**config.mk**
```make
export PLATFORM = sky130hd
export DESIGN_NAME = multiturn_position_tracker_top
export DESIGN_NICKNAME = d
export VERILOG_FILES = /design/src/mtpt_pkg.sv /design/src/mtpt_mod_serial.sv /design/src/mtpt_sub_serial.sv /design/src/multiturn_position_tracker_top.sv
export SDC_FILE = /design/constraint.sdc
export NUM_CORES = 1
export LEC_CHECK = 0
export ABC_AREA = 1
export CORE_ASPECT_RATIO = 1.25
export CORE_MARGIN = 10
export CORE_UTILIZATION = 55
export DETAILED_ROUTE_END_ITERATION = 8
export DONT_BUFFER_PORTS = 1
export PLACE_DENSITY = 0.73
export SYNTH_ARGS = -nofsm -noshare
export SYNTH_HDL_FRONTEND = slang
export SYNTH_SLANG_ARGS = --single-unit
```
**constraint.sdc**
```tcl
create_clock -name i_clk -period 5.3 [get_ports i_clk]
set_input_delay 0.53 -clock i_clk [delete_from_list [all_inputs] [get_ports i_clk]]
set_output_delay 0.53 -clock i_clk [all_outputs]
set_load 0.02 [all_outputs]
```
**src/mtpt_pkg.sv**
```systemverilog
package mtpt_pkg;

    localparam int ANGLE_W   = 32;
    localparam int ACC_W     = 64;
    localparam int TURN_W    = 32;
    localparam int DIVISOR_W = 16;
    localparam int COUNT_LSB = 8;

    localparam logic [ANGLE_W-1:0] HALF_TURN = 32'h8000_0000;

    // serial remainder: one dividend bit per cycle
    localparam int MOD_STEPS = TURN_W;
    localparam int MOD_CNT_W = $clog2(MOD_STEPS);

    // serial subtractor: one digit per cycle
    localparam int SUB_DIGIT = 8;
    localparam int SUB_STEPS = ACC_W / SUB_DIGIT;
    localparam int SUB_CNT_W = $clog2(SUB_STEPS);

    typedef struct packed {
        logic busy;
        logic done;
    } t_unit_stat;

endpackage

```
**src/mtpt_mod_serial.sv**
```systemverilog
module mtpt_mod_serial (
    input  logic                             i_clk,
    input  logic                             i_rst_n,
    input  logic                             i_start,
    input  logic [mtpt_pkg::TURN_W-1:0]      i_dividend,
    input  logic [mtpt_pkg::DIVISOR_W-1:0]   i_divisor,
    output mtpt_pkg::t_unit_stat             o_stat,
    output logic [mtpt_pkg::DIVISOR_W-1:0]   o_rem
);

    logic                              r_busy;
    logic                              r_done;
    logic [mtpt_pkg::MOD_CNT_W-1:0]    r_cnt;
    logic [mtpt_pkg::TURN_W-1:0]       r_dvd;
    logic [mtpt_pkg::DIVISOR_W-1:0]    r_div;
    logic [mtpt_pkg::DIVISOR_W-1:0]    r_rem;
    logic [mtpt_pkg::DIVISOR_W:0]      trial;
    logic [mtpt_pkg::DIVISOR_W-1:0]    n_rem;

    // restoring step: bring down the next dividend bit, subtract if it fits
    always_comb begin
        trial = {r_rem, r_dvd[mtpt_pkg::TURN_W-1]};
        if (trial >= {1'b0, r_div}) begin
            n_rem = mtpt_pkg::DIVISOR_W'(trial - {1'b0, r_div});
        end else begin
            n_rem = trial[mtpt_pkg::DIVISOR_W-1:0];
        end
    end

    always_ff @(posedge i_clk) begin
        if (!i_rst_n) begin
            r_busy <= 1'b0;
            r_done <= 1'b0;
            r_cnt  <= '0;
        end else begin
            r_done <= 1'b0;
            if (i_start) begin
                r_busy <= 1'b1;
                r_cnt  <= '0;
            end else if (r_busy) begin
                r_cnt <= r_cnt + 1'b1;
                if (r_cnt == mtpt_pkg::MOD_CNT_W'(mtpt_pkg::MOD_STEPS - 1)) begin
                    r_busy <= 1'b0;
                    r_done <= 1'b1;
                end
            end
        end
    end

    always_ff @(posedge i_clk) begin
        if (i_start) begin
            r_dvd <= i_dividend;
            r_div <= (i_divisor == '0) ? mtpt_pkg::DIVISOR_W'(1) : i_divisor;
            r_rem <= '0;
        end else if (r_busy) begin
            r_dvd <= {r_dvd[mtpt_pkg::TURN_W-2:0], 1'b0};
            r_rem <= n_rem;
        end
    end

    assign o_stat.busy = r_busy;
    assign o_stat.done = r_done;
    assign o_rem       = r_rem;

endmodule

```
**src/mtpt_sub_serial.sv**
```systemverilog
module mtpt_sub_serial (
    input  logic                          i_clk,
    input  logic                          i_rst_n,
    input  logic                          i_start,
    input  logic [mtpt_pkg::ACC_W-1:0]    i_a,
    input  logic [mtpt_pkg::ACC_W-1:0]    i_b,
    output mtpt_pkg::t_unit_stat          o_stat,
    output logic [mtpt_pkg::ACC_W-1:0]    o_diff
);

    logic                              r_busy;
    logic                              r_done;
    logic [mtpt_pkg::SUB_CNT_W-1:0]    r_cnt;
    logic [mtpt_pkg::ACC_W-1:0]        r_a;
    logic [mtpt_pkg::ACC_W-1:0]        r_b;
    logic [mtpt_pkg::ACC_W-1:0]        r_diff;
    logic                              r_carry;
    logic [mtpt_pkg::SUB_DIGIT:0]      digit_sum;

    // a - b as a + ~b + 1, low digit first
    always_comb begin
        digit_sum = {1'b0, r_a[mtpt_pkg::SUB_DIGIT-1:0]}
                  + {1'b0, ~r_b[mtpt_pkg::SUB_DIGIT-1:0]}
                  + (mtpt_pkg::SUB_DIGIT+1)'(r_carry);
    end

    always_ff @(posedge i_clk) begin
        if (!i_rst_n) begin
            r_busy <= 1'b0;
            r_done <= 1'b0;
            r_cnt  <= '0;
        end else begin
            r_done <= 1'b0;
            if (i_start) begin
                r_busy <= 1'b1;
                r_cnt  <= '0;
            end else if (r_busy) begin
                r_cnt <= r_cnt + 1'b1;
                if (r_cnt == mtpt_pkg::SUB_CNT_W'(mtpt_pkg::SUB_STEPS - 1)) begin
                    r_busy <= 1'b0;
                    r_done <= 1'b1;
                end
            end
        end
    end

    always_ff @(posedge i_clk) begin
        if (i_start) begin
            r_a     <= i_a;
            r_b     <= i_b;
            r_carry <= 1'b1;
        end else if (r_busy) begin
            r_a     <= r_a >> mtpt_pkg::SUB_DIGIT;
            r_b     <= r_b >> mtpt_pkg::SUB_DIGIT;
            r_carry <= digit_sum[mtpt_pkg::SUB_DIGIT];
            r_diff  <= {digit_sum[mtpt_pkg::SUB_DIGIT-1:0],
                        r_diff[mtpt_pkg::ACC_W-1:mtpt_pkg::SUB_DIGIT]};
        end
    end

    assign o_stat.busy = r_busy;
    assign o_stat.done = r_done;
    assign o_diff      = r_diff;

endmodule

```
**src/multiturn_position_tracker_top.sv**
```systemverilog
// Flow: a sample without an armed wrap goes IDLE, LATCH, SUB (serial subtract), DONE;
//   an armed wrap first runs the 32-step serial remainder of the turn count in MOD.
// Throughput: one sample at a time; the remainder unit (one bit per cycle) and the
//   8-digit serial subtractor set the pace. A finished result may wait
//   in the output register while the next sample is taken.
// Reset: synchronous, active low; clears all tracking state, divisor returns to 1.
module multiturn_position_tracker_top (
    input  logic                                 i_clk,
    input  logic                                 i_rst_n,
    input  logic                                 i_cfg_wr_en,
    input  logic [mtpt_pkg::DIVISOR_W-1:0]       i_cfg_wr_data,
    input  logic                                 i_in_valid,
    output logic                                 o_in_ready,
    input  logic [mtpt_pkg::ANGLE_W-1:0]         i_angle_word,
    input  logic                                 i_zero_request,
    input  logic                                 i_arm_index,
    output logic                                 o_out_valid,
    input  logic                                 i_out_ready,
    output logic signed [31:0]                   o_raw_count,
    output logic signed [31:0]                   o_relative_count,
    output logic signed [mtpt_pkg::ACC_W-1:0]    o_relative_position,
    output logic                                 o_index_still_armed
);

    localparam logic [2:0] S_IDLE  = 3'd0;
    localparam logic [2:0] S_MOD   = 3'd1;
    localparam logic [2:0] S_LATCH = 3'd2;
    localparam logic [2:0] S_SUB   = 3'd3;
    localparam logic [2:0] S_DONE  = 3'd4;

    logic [2:0]                          r_state;
    logic [2:0]                          n_state;
    logic [mtpt_pkg::DIVISOR_W-1:0]      r_divisor;
    logic [mtpt_pkg::ACC_W-1:0]          r_acc;
    logic [mtpt_pkg::ACC_W-1:0]          n_acc;
    logic [mtpt_pkg::ANGLE_W-1:0]        r_prev;
    logic [mtpt_pkg::TURN_W-1:0]         r_turn;
    logic [mtpt_pkg::TURN_W-1:0]         n_turn;
    logic [mtpt_pkg::ACC_W-1:0]          r_offset;
    logic [mtpt_pkg::ACC_W-1:0]          n_offset;
    logic                                r_armed;
    logic                                n_armed;
    logic                                r_fwd;
    logic                                r_checked;
    logic                                r_zero_req;
    logic [mtpt_pkg::ANGLE_W-1:0]        r_word;

    logic                                r_out_valid;
    logic [31:0]                         r_raw;
    logic [mtpt_pkg::ACC_W-1:0]          r_rel;
    logic                                r_out_armed;

    logic                                in_fire;
    logic [mtpt_pkg::ANGLE_W-1:0]        delta;
    logic                                wrap_fwd;
    logic                                wrap_bwd;
    logic                                armed_in;
    logic                                mod_start;
    logic                                sub_start;
    logic                                match;
    logic                                div_is_one;
    logic                                out_free;
    logic [mtpt_pkg::ACC_W-1:0]          latch_sub;

    mtpt_pkg::t_unit_stat                mod_stat;
    mtpt_pkg::t_unit_stat                sub_stat;
    logic [mtpt_pkg::DIVISOR_W-1:0]      mod_rem;
    logic [mtpt_pkg::ACC_W-1:0]          sub_diff;

    assign in_fire  = i_in_valid && o_in_ready;
    assign out_free = !r_out_valid || i_out_ready;
    assign delta    = i_angle_word - r_prev;
    assign wrap_fwd = (r_prev > i_angle_word)
                   && ((r_prev - i_angle_word) > mtpt_pkg::HALF_TURN);
    assign wrap_bwd = (i_angle_word > r_prev)
                   && ((i_angle_word - r_prev) > mtpt_pkg::HALF_TURN);
    assign armed_in = r_armed || i_arm_index;

    assign div_is_one = (r_divisor == mtpt_pkg::DIVISOR_W'(1)) || (r_divisor == '0);
    assign match = r_checked
                && (r_fwd ? (div_is_one || (mod_rem == mtpt_pkg::DIVISOR_W'(1)))
                          : (mod_rem == '0));
    // backward latch adds one turn: subtract (word - 2^32) instead of word
    assign latch_sub = r_fwd ? {{(mtpt_pkg::ACC_W-mtpt_pkg::ANGLE_W){1'b0}}, r_word}
                             : {{(mtpt_pkg::ACC_W-mtpt_pkg::ANGLE_W){1'b1}}, r_word};

    always_comb begin
        n_state   = r_state;
        n_acc     = r_acc;
        n_turn    = r_turn;
        n_offset  = r_offset;
        n_armed   = r_armed;
        mod_start = 1'b0;
        sub_start = 1'b0;
        case (r_state)
            S_IDLE: begin
                if (in_fire) begin
                    n_acc   = r_acc + {{(mtpt_pkg::ACC_W-mtpt_pkg::ANGLE_W)
                                       {delta[mtpt_pkg::ANGLE_W-1]}}, delta};
                    n_armed = armed_in;
                    if (wrap_fwd) begin
                        n_turn = r_turn + 1'b1;
                    end else if (wrap_bwd) begin
                        n_turn = r_turn - 1'b1;
                    end
                    if ((wrap_fwd || wrap_bwd) && armed_in) begin
                        mod_start = 1'b1;
                        n_state   = S_MOD;
                    end else begin
                        n_state = S_LATCH;
                    end
                end
            end
            S_MOD: begin
                if (mod_stat.done) begin
                    n_state = S_LATCH;
                end
            end
            S_LATCH: begin
                if (match) begin
                    n_offset = r_acc - latch_sub;
                    n_armed  = 1'b0;
                end
                // zero request overrides an index latch
                if (r_zero_req) begin
                    n_offset = r_acc;
                end
                sub_start = 1'b1;
                n_state   = S_SUB;
            end
            S_SUB: begin
                if (sub_stat.done) begin
                    n_state = S_DONE;
                end
            end
            S_DONE: begin
                if (out_free) begin
                    n_state = S_IDLE;
                end
            end
            default: begin
                n_state = S_IDLE;
            end
        endcase
    end

    always_ff @(posedge i_clk) begin
        if (!i_rst_n) begin
            r_state     <= S_IDLE;
            r_divisor   <= mtpt_pkg::DIVISOR_W'(1);
            r_acc       <= '0;
            r_prev      <= '0;
            r_turn      <= '0;
            r_offset    <= '0;
            r_armed     <= 1'b0;
            r_out_valid <= 1'b0;
        end else begin
            r_state  <= n_state;
            r_acc    <= n_acc;
            r_turn   <= n_turn;
            r_offset <= n_offset;
            r_armed  <= n_armed;
            if (i_cfg_wr_en) begin
                r_divisor <= i_cfg_wr_data;
            end
            if (in_fire) begin
                r_prev <= i_angle_word;
            end
            if (r_state == S_DONE && out_free) begin
                r_out_valid <= 1'b1;
            end else if (i_out_ready) begin
                r_out_valid <= 1'b0;
            end
        end
    end

    // per-sample scratch and result payload
    always_ff @(posedge i_clk) begin
        if (in_fire) begin
            r_word     <= i_angle_word;
            r_zero_req <= i_zero_request;
            r_fwd      <= wrap_fwd;
            r_checked  <= (wrap_fwd || wrap_bwd) && armed_in;
        end
        if (r_state == S_DONE && out_free) begin
            r_raw       <= r_acc[mtpt_pkg::COUNT_LSB+31:mtpt_pkg::COUNT_LSB];
            r_rel       <= sub_diff;
            r_out_armed <= r_armed;
        end
    end

    mtpt_mod_serial u_mod (
        .i_clk      (i_clk),
        .i_rst_n    (i_rst_n),
        .i_start    (mod_start),
        .i_dividend (n_turn),
        .i_divisor  (r_divisor),
        .o_stat     (mod_stat),
        .o_rem      (mod_rem)
    );

    mtpt_sub_serial u_sub (
        .i_clk   (i_clk),
        .i_rst_n (i_rst_n),
        .i_start (sub_start),
        .i_a     (r_acc),
        .i_b     (n_offset),
        .o_stat  (sub_stat),
        .o_diff  (sub_diff)
    );

    assign o_in_ready          = (r_state == S_IDLE);
    assign o_out_valid         = r_out_valid;
    assign o_raw_count         = r_raw;
    assign o_relative_count    = r_rel[mtpt_pkg::COUNT_LSB+31:mtpt_pkg::COUNT_LSB];
    assign o_relative_position = r_rel;
    assign o_index_still_armed = r_out_armed;

endmodule

```
==> impl_metrics.ini <==
[placement]
portBuffers = 0
dp_hpwl_um = 99000
dp.cells = 6248
gp_congestion = 0.993

[global_routing]
grt_use_total_pct = 30.1
overflow = 0
antenna_found_initial = 2
grt_pass1_wl_um = 196000
grt_max_degree = 152
grt_pass1_vias = 34600

[layout]
antenna_cells = 0
fin_util_pct = 60.2
layout-drive-gt1-share_pct = 4.37
area_growth_syn_to_layout_pct = 8.78
fin_nets = 5684
instances_no_fill = 6404
fillCellCount = 6651

[clock_network]
cts_setup_buffers = 0
cts_sinks = 614
clock_tree.buffer_depth = 3
cts-root-buf = clkbuf_16
cts_tree = built
insertion_delay_ns = 0.65
h-tree-depth = 3
cts_inserted_buffers = 66
clk_pin_slew_worst_paths_ns = 0.06

[synthesis]
yosys-top-cells-count = nand2_1 (1,488), inv_1 (776), nor2_1 (505), a21oi_1 (430), edfxtp_1 (372)
ys_top_cells_by_area = edfxtp_1 (28%), nand2_1 (14%), dfxtp_1 (12%)
synth_top_flop_cell = edfxtp_1
synth_warnings = 0
syn_inst = 5435
synth_nets = 5721
synth_cell_types = 55
synth_area_mm2 = 0.0397
synth_edf_count = 372
async_flop_share_pct = 0
yosysSeqAreaShare_pct = 40.4
yosysMostFrequentCell = nand2_1
ys_ff_latch = 614
syn_area_per_cell_um2 = 7.30
synth_top_area_share_pct = 28.2
synth_top_area_cell = edfxtp_1

[timing]
hold_slack_ns = 0.0327
slew_headroom_pct = 23.7
period_share_pct = 91.5
skew_ns = 0.0426
final.setup.tns_ns = 0
rsz0062_at_grt = false
worst_pin_slew_ns = 1.14
maxSlewViolCount = 0
setup_viol = 0
min_period_ns = 4.85
hold_viol_final = 0
max_freq_mhz = 206

[setup_path]
cp_top_family = compound AO/OA/AOI/OAI gates
crit_path_start_kind = flip-flop
max_stage_delay_ns = 0.52
worstPathRequired_ns = 5.86
slowest_stage = fa_1
worst_ep_arrival_time_ns = 5.41
crit_fanout = 5
crit_top_cell = nand2_1
cp-end-kind = flip-flop
path_cells = ha_1, inv_1, fa_1, nand2_1, nand3_1, nand2_1, nand2_1, nand2_1, nand2_1, ha_1, a21oi_1, o21ai_0, buf_4, a21oi_1, o21ai_0, buf_4, inv_1, o21ai_0, nor2_1, nor2_1, nand2_1, o21ai_0, a21oi_1
critPathKind = flip-flop to flip-flop
crit_buf_inv = 4

[route]
routed_wl_um = 128000
vias_per_cell = 5.61
wl_per_cell_um = 20.0
drtIter0Drc = 3078
ant_nets = 0
dr.pass1.iters = 6
vias = 35900
drc_errors = 0

[hold_path]
hold_class = primary input to flip-flop

[die]
die_h_um = 320
die-area_mm2 = 0.0833
num_rows = 110
die_w_um = 260
num_io_pins = 186
core_mm2 = 0.0717
initial_core_util_pct = 55.3

[pwr]
power_leakage_uw = 0.0201
ir_worst_vdd_mv = 0.387
powerDensity_mw_per_mm2 = 698
power_uw = 30100

[status]
run_status = complete, no violations

[job]
max_cap_viol_count = 0
## state kept, by name, summed over array words and instances (netlist names), 3 cells and up
signal	flops
r_acc	64
u_sub.r_b	64
r_divisor	16
u_sub.r_cnt	3
u_mod.r_dvd	32
u_mod.r_cnt	5
r_prev	32
u_sub.r_a	64
r_turn	32
r_word	32
o_raw_count	32
o_relative_position	64
u_sub.o_diff	64
r_state	3
u_mod.r_div	16
r_offset	64
u_mod.o_rem	16
## metal layers
layer	GRT usage [%]	part of all wire (%)	up-vias
li1	-	-	17700
met1	36.5	40	16600
met5	0	0.010	-
met2	52.6	49	1305
met4	13.4	4.4	2
met3	3.94	6.3	287
## cells in the final DEF (no fill, tap or decap), drive strengths merged, types with 6 or more instances in the layout
cell type       n
o21bai         32
fa              6
bufinv          7
nand3b          8
nand2        1496
o21ai         355
nor3           37
or2             9
a31oi          35
o22ai          18
dlygate4sd3    34
o211ai         39
a21boi          7
edfxtp        372
dfxtp         242
clkbuf         83
inv           804
o21a           29
nand3         246
ha            225
nor4           24
and3            8
nor2          521
xor2           88
buf            66
clkinvlp        7
a21oi         430
o221ai         14
clkinv         25
o2111ai         8
xnor2          39
a21o           49
nand4          68
## final timing paths
check | startpoint | end | slack (ns) | cells after the start
min reg2reg | u_sub.o_diff[4] | o_relative_position[4] | 0.42 | 0
max | r_prev[0] | r_acc[63] | 0.45 | 23
min | i_rst_n | r_prev[19] | 0.03 | 2
max reg2reg | r_prev[0] | r_acc[63] | 0.45 | 23
## final cells by class
class,instances,area [µm²],area share [%]
clock buffers,83,1780,4.12
clock inverters,39,526,1.22
inverters,804,3020,7.00
multi-input cells,3812,19700,45.7
flip-flops and latches,614,16000,37.1
well taps,952,1190,2.76
repair buffers,100,911,2.11
## stage by stage
stage / cell area, µm² / worst slack, ns
2_1_floorplan: 39700 / 0.0469
3_3_place_gp: 40500 / 0.284
3_5_place_dp: 40500 / 0.244
4_1_cts: 43200 / 0.485
5_1_grt: 43200 / 0.0309
6_report: 43200 / 0.448
## report_power, final
| group | switching (µW) | internal, µW | total [µW] | leakage, µW |
|---|---|---|---|---|
| clock | 2080 | 2790 | 4860 | 0.00109 |
| sequential | 1380 | 7110 | 8490 | 0.00548 |
| combinational | 11400 | 5320 | 16800 | 0.0135 |
## repair_timing
item / 4_1_cts / 5_1_grt
endpoints found under the hold margin: 34 / 0
hold buffers: 34 / 0
resized for setup: 0 / 0
setup endpoints to repair: 0 / 0
## kinds of logic after synthesis
logic type / synth area share [%]
simple gates: 24.9
compound gates: 14.5
buf+inv: 10.1
flops: 40.4
fa+ha+maj: 7.40
xor+xnor: 2.80
Note: power is estimated with default switching activity, not from simulation.
